`src/rtl/wmhp_pkg.sv`:
```
`default_nettype none

package wmhp_pkg;

   localparam int unsigned CountWidth   = 6;
   localparam int unsigned AddrWidth    = 48;
   localparam int unsigned AddrSlots    = 4;
   localparam int unsigned AddrBytes    = 6;

   localparam logic [1:0] FRAME_TYPE_CONTROL = 2'd1;
   localparam logic [1:0] FRAME_TYPE_DATA    = 2'd2;

   localparam logic [CountWidth-1:0] COUNT_MAX      = 6'd63;
   localparam logic [CountWidth-1:0] POS_FC_LOW     = 6'd0;
   localparam logic [CountWidth-1:0] POS_FC_HIGH    = 6'd1;
   localparam logic [CountWidth-1:0] POS_SEQ_LOW    = 6'd22;
   localparam logic [CountWidth-1:0] POS_SEQ_HIGH   = 6'd23;

   // first byte position of A1..A4
   localparam logic [CountWidth-1:0] ADDR_BASE [AddrSlots] = '{6'd4, 6'd10, 6'd16, 6'd24};

   localparam logic [5:0] LEN_CONTROL = 6'd10;
   localparam logic [5:0] LEN_BASE    = 6'd24;
   localparam logic [5:0] LEN_WDS     = 6'd6;
   localparam logic [5:0] LEN_QOS     = 6'd2;
   localparam logic [5:0] LEN_HTC     = 6'd4;

   typedef struct packed {
      logic [7:0] frame_byte;
      logic       last_byte;
   } req_type;

   typedef struct packed {
      logic                 valid_res;
      logic [1:0]           frame_type;
      logic [3:0]           frame_subtype;
      logic                 to_ds;
      logic                 from_ds;
      logic                 protected_flag;
      logic                 qos_data;
      logic [11:0]          sequence_number;
      logic [5:0]           header_length;
      logic [AddrWidth-1:0] dest_address;
      logic [AddrWidth-1:0] source_address;
      logic [AddrWidth-1:0] bssid_address;
   } rsp_type;

endpackage

`default_nettype wire

```
`src/rtl/wifi_mac_header_parser.sv`:
```
// The last byte of a frame passes the input register; its result is then registered in the output register.
// Throughput: one byte per cycle; the input register stalls only when a
// last byte waits behind an unaccepted result in the output register.
// Reset (synchronous, active high) clears the byte counter and valid flags;
// header capture registers are not reset, each is written before it is read.
`default_nettype none

module wifi_mac_header_parser
   import wmhp_pkg::*;
(
   input  wire     clock,
   input  wire     reset,
   input  wire     req_valid,
   output logic    req_stall,
   input  req_type req_data,
   output logic    rsp_valid,
   input  wire     rsp_stall,
   output rsp_type rsp_data
);

   logic                  in_valid_ff;
   req_type               in_data_ff;
   logic                  in_move;
   logic                  req_accept;

   logic [CountWidth-1:0] cnt_ff, cnt_in;
   logic [7:0]            fc_low_ff, fc_low_in;
   logic [7:0]            fc_high_ff, fc_high_in;
   logic [15:0]           seq_ff, seq_in;
   logic [AddrWidth-1:0]  addr_ff [AddrSlots];
   logic [AddrWidth-1:0]  addr_in [AddrSlots];

   logic                  rsp_valid_ff;
   rsp_type               rsp_data_ff, rsp_data_in;

   logic [CountWidth:0]   frame_len;
   logic [1:0]            f_type;
   logic [3:0]            f_sub;
   logic                  f_tds, f_fds, f_prot, f_qos;
   logic [5:0]            f_hlen;

   assign in_move    = in_valid_ff && (!in_data_ff.last_byte || !rsp_valid_ff || !rsp_stall);
   assign req_stall  = in_valid_ff && !in_move;
   assign req_accept = req_valid && !req_stall;
   assign rsp_valid  = rsp_valid_ff;
   assign rsp_data   = rsp_data_ff;

   // capture by byte position
   always_comb begin
      fc_low_in  = fc_low_ff;
      fc_high_in = fc_high_ff;
      seq_in     = seq_ff;
      if (cnt_ff == POS_FC_LOW)   fc_low_in    = in_data_ff.frame_byte;
      if (cnt_ff == POS_FC_HIGH)  fc_high_in   = in_data_ff.frame_byte;
      if (cnt_ff == POS_SEQ_LOW)  seq_in[7:0]  = in_data_ff.frame_byte;
      if (cnt_ff == POS_SEQ_HIGH) seq_in[15:8] = in_data_ff.frame_byte;
      for (int s = 0; s < AddrSlots; s++) begin
         addr_in[s] = addr_ff[s];
         for (int k = 0; k < AddrBytes; k++) begin
            if (cnt_ff == CountWidth'(ADDR_BASE[s] + CountWidth'(k))) begin
               addr_in[s][8*k +: 8] = in_data_ff.frame_byte;
            end
         end
      end
   end

   always_comb begin
      if (in_data_ff.last_byte) begin
         cnt_in = '0;
      end else if (cnt_ff != COUNT_MAX) begin
         cnt_in = cnt_ff + 1'b1;
      end else begin
         cnt_in = cnt_ff;
      end
   end

   // header decode on the view that includes the current byte
   assign frame_len = {1'b0, cnt_ff} + 1'b1;
   assign f_type    = fc_low_in[3:2];
   assign f_sub     = fc_low_in[7:4];
   assign f_tds     = fc_high_in[0];
   assign f_fds     = fc_high_in[1];
   assign f_prot    = fc_high_in[6];
   assign f_qos     = (f_type == FRAME_TYPE_DATA) && f_sub[3];
   assign f_hlen    = LEN_BASE + ((f_tds && f_fds) ? LEN_WDS : 6'd0)
                    + (f_qos ? LEN_QOS : 6'd0)
                    + ((f_qos && fc_high_in[7]) ? LEN_HTC : 6'd0);

   always_comb begin
      rsp_data_in = '0;
      if (frame_len >= {1'b0, LEN_CONTROL}) begin
         if (f_type == FRAME_TYPE_CONTROL) begin
            rsp_data_in.valid_res      = 1'b1;
            rsp_data_in.frame_type     = f_type;
            rsp_data_in.frame_subtype  = f_sub;
            rsp_data_in.to_ds          = f_tds;
            rsp_data_in.from_ds        = f_fds;
            rsp_data_in.protected_flag = f_prot;
            rsp_data_in.header_length  = LEN_CONTROL;
            rsp_data_in.dest_address   = addr_in[0];
         end else if (frame_len >= {1'b0, LEN_BASE} && frame_len >= {1'b0, f_hlen}) begin
            rsp_data_in.valid_res       = 1'b1;
            rsp_data_in.frame_type      = f_type;
            rsp_data_in.frame_subtype   = f_sub;
            rsp_data_in.to_ds           = f_tds;
            rsp_data_in.from_ds         = f_fds;
            rsp_data_in.protected_flag  = f_prot;
            rsp_data_in.qos_data        = f_qos;
            rsp_data_in.sequence_number = seq_in[15:4];
            rsp_data_in.header_length   = f_hlen;
            unique case ({f_tds, f_fds})
               2'b00: begin
                  rsp_data_in.dest_address   = addr_in[0];
                  rsp_data_in.source_address = addr_in[1];
                  rsp_data_in.bssid_address  = addr_in[2];
               end
               2'b01: begin
                  rsp_data_in.dest_address   = addr_in[0];
                  rsp_data_in.bssid_address  = addr_in[1];
                  rsp_data_in.source_address = addr_in[2];
               end
               2'b10: begin
                  rsp_data_in.bssid_address  = addr_in[0];
                  rsp_data_in.source_address = addr_in[1];
                  rsp_data_in.dest_address   = addr_in[2];
               end
               default: begin
                  rsp_data_in.dest_address   = addr_in[2];
                  rsp_data_in.source_address = addr_in[3];
               end
            endcase
         end
      end
   end

   always_ff @(posedge clock) begin
      if (reset) begin
         in_valid_ff  <= 1'b0;
         cnt_ff       <= '0;
         rsp_valid_ff <= 1'b0;
      end else begin
         if (req_accept) begin
            in_valid_ff <= 1'b1;
         end else if (in_move) begin
            in_valid_ff <= 1'b0;
         end
         if (in_move) begin
            cnt_ff <= cnt_in;
         end
         if (in_move && in_data_ff.last_byte) begin
            rsp_valid_ff <= 1'b1;
         end else if (!rsp_stall) begin
            rsp_valid_ff <= 1'b0;
         end
      end
   end

   always_ff @(posedge clock) begin
      if (req_accept) begin
         in_data_ff <= req_data;
      end
      if (in_move) begin
         fc_low_ff  <= fc_low_in;
         fc_high_ff <= fc_high_in;
         seq_ff     <= seq_in;
         for (int s = 0; s < AddrSlots; s++) begin
            addr_ff[s] <= addr_in[s];
         end
      end
      if (in_move && in_data_ff.last_byte) begin
         rsp_data_ff <= rsp_data_in;
      end
   end

   // a short frame reports nothing but the zero valid flag
   a_short_zero: assert property (@(posedge clock) disable iff (reset)
      rsp_valid_ff && !rsp_data_ff.valid_res |->
         rsp_data_ff.header_length == 6'd0 && rsp_data_ff.dest_address == '0
         && rsp_data_ff.sequence_number == 12'd0)
      else $error("short frame result carries nonzero fields");

   a_control_len: assert property (@(posedge clock) disable iff (reset)
      rsp_valid_ff && rsp_data_ff.valid_res && rsp_data_ff.frame_type == FRAME_TYPE_CONTROL
      |-> rsp_data_ff.header_length == LEN_CONTROL && rsp_data_ff.source_address == '0)
      else $error("control frame result malformed");

   a_count_restart: assert property (@(posedge clock) disable iff (reset)
      in_move && in_data_ff.last_byte |=> cnt_ff == '0)
      else $error("byte counter not restarted after last byte");

   a_stall_cause: assert property (@(posedge clock) disable iff (reset)
      req_stall |-> in_data_ff.last_byte && rsp_valid_ff && rsp_stall)
      else $error("input stalled without a blocked result");

endmodule

`default_nettype wire

```
`config.mk`:
```
export PLATFORM = sky130hd
export DESIGN_NAME = wifi_mac_header_parser
export DESIGN_NICKNAME = d
export VERILOG_FILES = /design/src/rtl/wmhp_pkg.sv /design/src/rtl/wifi_mac_header_parser.sv
export SDC_FILE = /design/constraint.sdc
export NUM_CORES = 1
export LEC_CHECK = 0
export BUFFER_PORTS_ARGS = -buffer_cell sky130_fd_sc_hd__clkbuf_2
export CORE_UTILIZATION = 54
export CTS_CLUSTER_SIZE = 8
export DETAILED_ROUTE_END_ITERATION = 10
export PLACE_DENSITY = 0.77
export SYNTH_ARGS = -nofsm -noshare
export SYNTH_HDL_FRONTEND = slang
export SYNTH_SLANG_ARGS = --single-unit
```
`constraint.sdc`:
```
create_clock -name clock -period 22.7 [get_ports clock]
set_clock_uncertainty 0.1 [all_clocks]
set_input_delay 6.81 -clock clock [delete_from_list [all_inputs] [get_ports clock]]
set_output_delay 6.81 -clock clock [all_outputs]
set_load 0.1 [all_outputs]
```
Word level (Yosys, flattened, before mapping)
Memory sizes are Yosys's and may differ from the RTL's.
Index checks and enable logic that the tools add are counted.
{"block": "classes", "add_sub_neg": 5, "n_lt_le_gt_ge": 3, "n_mux": 44, "eq_ne": 33, "reduce_logical": 24, "bitwise": 2}
{"operator": "one-hot mux 96 bit (3 select lines)", "n": 1}
{"operator": "2-to-1 mux 8 bit", "n": 28}
{"operator": "2-to-1 mux 173 bit", "n": 1}
{"operator": "one-hot mux 48 bit (3 select lines)", "n": 1}
{"operator": "equality test 6 x 5 -> 1 bit (second input constant)", "n": 14}
{"operator": "2-to-1 mux 52 bit", "n": 1}
{"operator": "equality test 6 x 4 -> 1 bit (second input constant)", "n": 8}
{"operator": "equality test 6 x 3 -> 1 bit (second input constant)", "n": 4}
{"operator": "2-to-1 mux 6 bit", "n": 2}
{"operator": "2-to-1 mux 10 bit", "n": 1}
{"operator": "logical AND 1 bit", "n": 8}
{"operator": "AND reduction 2 bit", "n": 4}
{"operator": "adder 6 x 1 -> 7 bit (second input constant)", "n": 1}
{"operator": "greater-or-equal comparator 7 x 4 -> 1 bit (second input constant)", "n": 1}
{"operator": "greater-or-equal comparator 7 x 5 -> 1 bit (second input constant)", "n": 1}
{"operator": "greater-or-equal comparator 7 x 6 -> 1 bit", "n": 1}
{"operator": "adder 5 x 3 -> 6 bit (first input constant)", "n": 1}
{"operator": "adder 6 x 1 -> 6 bit (second input constant)", "n": 1}
{"operator": "adder 6 x 2 -> 6 bit", "n": 1}
{"operator": "adder 6 x 3 -> 6 bit", "n": 1}
{"operator": "equality test 6 x 1 -> 1 bit (second input constant)", "n": 1}
{"operator": "zero test 6 bit", "n": 1}
{"operator": "2-to-1 mux 1 bit", "n": 6}
{"operator": "2-to-1 mux 3 bit", "n": 2}
{"operator": "11 further kinds", "n": 20}
{"block": "word_totals", "ramBits": 192, "word_cells": 136, "in_bits": 13, "memories": 1, "output_inout_bits": 175, "register_bits": 222}
{"memory": "addr_ff", "depth": 4, "word_bits": 48, "rd": 4, "rd_ports_with_merged_regs": 0, "write_ports": 4, "line": "wifi_mac_header_parser.sv:30", "rtl": "logic [AddrWidth-1:0] addr_ff [AddrSlots];"}

Logic depth before layout (Yosys ltp)
{"block": "depth", "ltp_word": 11, "ltp_mapped": 16}

Worst setup path after synthesis
Ideal clock, no wire load.
{"block": "synth_timing", "path_type": "input -> register", "from": "input rsp_stall", "to": "register rsp_data_ff, in the netlist rsp_data[0] (enable)", "arrival_ns": 22.079, "n_path_buf": 0, "t_required_ns": 22.095, "stages": 3, "path_slack_ns": 0.017, "path_cell_list": "a31oi_1 > nand2_1 > inv_1"}
{"block": "synth_between", "elab_chain_cells": 4}
{"element": "from (decl)", "line": "wifi_mac_header_parser.sv:17", "rtl": "input wire rsp_stall,"}
{"element": "zero test 1 bit"}
{"element": "logical OR 1 bit", "line": "wifi_mac_header_parser.sv:42", "rtl": "assign in_move = in_valid_ff && (!in_data_ff.last_byte || !rsp_valid_ff || !rsp_stall);"}
{"element": "logical AND 1 bit", "line": "wifi_mac_header_parser.sv:42"}
{"element": "logical AND 1 bit", "line": "wifi_mac_header_parser.sv:170", "rtl": "if (in_move && in_data_ff.last_byte) begin"}
{"element": "to (signal assigned)", "line": "wifi_mac_header_parser.sv:171", "rtl": "rsp_data_ff <= rsp_data_in;"}
{"element": "to (decl)", "line": "wifi_mac_header_parser.sv:34", "rtl": "rsp_type rsp_data_ff, rsp_data_in;"}
Every way passes these cells.
A chain may end at the register's enable or synchronous reset.

Final worst setup path
{"block": "layout_timing", "from": "input rsp_stall", "to": "output req_stall"}
{"block": "layout_between", "elab_chain_cells": 5}
{"element": "zero test 1 bit"}
{"element": "logical OR 1 bit", "line": "wifi_mac_header_parser.sv:42"}
{"element": "logical AND 1 bit", "line": "wifi_mac_header_parser.sv:42"}
{"element": "zero test 1 bit", "line": "wifi_mac_header_parser.sv:43", "rtl": "assign req_stall = in_valid_ff && !in_move;"}
{"element": "logical AND 1 bit", "line": "wifi_mac_header_parser.sv:43"}
{"element": "to (decl)", "line": "wifi_mac_header_parser.sv:14", "rtl": "output logic req_stall,"}
Every way passes these cells.

==> flow_summary.yaml <==
outcome:
  outcome: "finished clean"
floorplanning:
  ioPinCount: 188
  die_area_um2: 36300
  die_width_um: 191
  start_util: 0.552
  rows: 68
  dieHeight_um: 191
  core_area_um2: 34800
sta:
  hold_viol: 0
  timing.fmax_mhz: 68.9
  slew_headroom: 0.171
  finalSetupViolations: 0
  worst_pin_slew_ns: 1.24
  period_needed_ns: 14.51
  fin_setup_tns_ns: 0
  rsz0062_at_grt: "no"
  drv_slew: 0
  timing.final.crit_share: 0.639
synthesis:
  yosys.area.top_type_share: 0.617
  syn_nets: 1490
  yosysWarnings: 0
  syn_area_um2: 19200
  ys_types: 53
  synth-edff-count: 395
  ys_seq_elements: 403
  muxShareOfSynthArea: 0.123
  ys_seq_area_frac: 0.626
  synth_compound_area_frac: 0.131
  synthAdderAreaFrac: 0.00586
  ys.flop_type: "edfxtp_1"
  synth_cells: 1468
  yosys-top-cells-area: "edfxtp_1 62%, mux2_2 9.6%, nand2_1 4.4%"
  syn_avg_cell_area_um2: 13.1
  synth_top_family_by_area: "compound AO/OA/AOI/OAI gates"
  yosys.area_share.xor_xnor: 0.00182
  yosys.area.top_type: "edfxtp_1"
  synthSimpleGateAreaFrac: 0.0664
  async_flop_share: 0
routing:
  ant_nets: 0
  wirelength_um: 48500
  wl_per_cell_um: 23.1
  drc: 0
  post_drt_via_cell_ratio: 6.24
  vias: 13100
  dr.pass1.iters: 6
  drt_iter0_drc: 1520
clock_tree:
  clock-sinks: 403
  post_cts_buffers: 0
  cts_buffer_depth: 3
  htreeDepth: 2
  clk_latency_ns: 0.57
  cts_inserted_buffers: 56
  cts_tree: "built"
  path_clk_slew_ns: 0.05
  hold_buffers: 0
  cts_resized: 0
  clockRootBuffer: "clkbuf_16"
flow_run:
  max_cap_viol_count: 0
final_layout:
  diodes: 0
  final_nets: 1645
  nFillCells: 2578
  multiInputGateArea_um2: 6400
  layout-drive-gt1-share: 0.312
  layoutNonFillerInstCount: 2101
  area_growth_pct: 15.1
  seq_area_um2: 12000
  fin_util: 0.635
worst_setup_path:
  critical_path_class: "input pin to output pin"
  crit_cells: 4
  slowest_stage: "clkbuf_2"
  reg2reg_to: "rsp_data[95]"
  critical-path-top-delay-family: "buffers and inverters"
  cp_num_buf_inv: 3
  endpoint_kind: "output pin"
  worst-r2r-setup-slack_ns: 17.57
  critPathLaunchType: "input pin"
  cp-startpoint: "rsp_stall"
  arrival_ns: 7.60
  crit_end: "req_stall"
  cp_common_cell: "clkbuf_2"
  rr_startpoint: "cnt_ff[3]"
  reg2reg_depth: 13
  path_cells: "clkbuf_2 > nand4_1 > inv_1 > clkbuf_2"
  worstPathRequired_ns: 15.79
  crit_path_max_fanout: 3
  cpPeakStageDelay_ns: 0.45
placed_design:
  dp_hpwl_um: 27900
  dp.cells: 2020
  gp_congestion: 0.858
  numPortBuffers: 186
pwr:
  p_leak_nw: 8.31
  p_per_area_nw_per_um2: 79.7
  ir_drop_mv: 0.0618
grt:
  track_usage: 0.267
  grt_pass1_wl_um: 73700
  grt_overflow: 0
  grt_max_degree: 116
  grt_pass1_vias: 12700
  antenna_found_initial: 0
hold_path:
  min_path_type: "flop to flop"
  hold_path_depth: 2
kinds of logic (layout without fill, tap and decap cells):
kind of cell / count (synthesis) / in the layout
flip-flops: 403 / 403
other: 1 / 1
adder cells (fa/ha/maj): 9 / 9
multiplexers: 215 / 215
buffers and inverters: 220 / 398
XOR/XNOR: 4 / 4
AO/OA/AOI/OAI: 316 / 316
AND/OR/NAND/NOR: 300 / 300
registers in the layout, summed over array words and instances (netlist names):
| signal | flops |
|---|---|
| seq_ff | 12 |
| in_valid_ff | 1 |
| in_data_ff | 9 |
| cnt_ff | 6 |
| addr_ff | 192 |
| rsp_data | 172 |
| fc_high_ff | 4 |
| fc_low_ff | 6 |
| rsp_valid | 1 |
cells in the final DEF, fill, tap and decap left out, types with 4 or more instances in the layout:
cell type  instances
buf_4             29
a21boi_0           5
ha_1               9
or2_2              4
nand2_1          225
dfxtp_1            8
clkbuf_2         186
edfxtp_1         395
o2111ai_1         40
nor2b_1           13
a211oi_2           5
a21oi_1           96
inv_1             99
mux2i_1           49
clkbuf_16         58
nand3_1            4
mux2_2           164
o21ai_0            8
a211oi_1           6
o211ai_1          96
clkbuf_1          21
nor2_1            27
o221ai_2          40
a21oi_2            7
per-stage QoR:
step / area (µm²) / setup WS, ns / hold WS (ns) / power, mW
CTS: 22100 / 8.19 / 0.430 / 1.77
finish: 22100 / 8.19 / 0.427 / 1.76
floorplan: 19200 / 0.0166 / 0.393 / 0.986
detailed placement: 20500 / 8.19 / 0.423 / 1.01
global placement: 20500 / 8.18 / 0.406 / 1.01
global route: 22100 / 8.13 / 0.452 / 1.81
cells in the mapped netlist (10+ instances only):
library cell,instances
nand2_1,225
buf_1,10
o221ai_2,40
a21oi_1,96
clkbuf_1,78
nor2_1,29
nor2b_1,13
mux2i_1,51
inv_1,101
edfxtp_1,395
o2111ai_1,40
mux2_2,164
o211ai_1,96
buf_2,23
worst min path at each step:
| stage | from | to | slack (ns) |
|---|---|---|---|
| global route | in_valid_ff | in_valid_ff | 0.45 |
| global placement | in_valid_ff | in_valid_ff | 0.41 |
| detailed placement | in_valid_ff | in_valid_ff | 0.42 |
| finish | rsp_valid | rsp_valid | 0.43 |
| CTS | in_valid_ff | in_valid_ff | 0.43 |
| floorplan | in_valid_ff | in_valid_ff | 0.39 |
cell type report:
cell class	count	share of cell area
Sequential cell	403	0.544
Timing Repair Buffer	215	0.0520
Inverter	102	0.0175
Tap cell	455	0.0257
Clock buffer	79	0.0692
Clock inverter	2	0.00209
Multi-Input combinational cell	845	0.290
worst reg2reg max path: cells and delay by family, from the launching register on:
family / cells / cell delay, ns
fa+ha+maj: 1 / 0.28
mux: 1 / 0.38
compound gates: 7 / 1.53
buf+inv: 2 / 1.13
simple gates: 2 / 0.97
flops: 1 / 0.43
where the power goes:
| group | leakage, nW | internal, mW | switching [mW] |
|---|---|---|---|
| Clock | 0.761 | 0.468 | 0.296 |
| Sequential | 3.81 | 0.842 | 0.00710 |
| Combinational | 3.74 | 0.0303 | 0.119 |
metal layers:
layer,track usage,up-vias,share of wire
li1,-,5828,-
met2,0.416,719,0.46
met1,0.372,6424,0.41
met5,0,-,0
met4,0.118,0,0.038
met3,0.0407,131,0.089
Power figures use the tool's default switching activity.
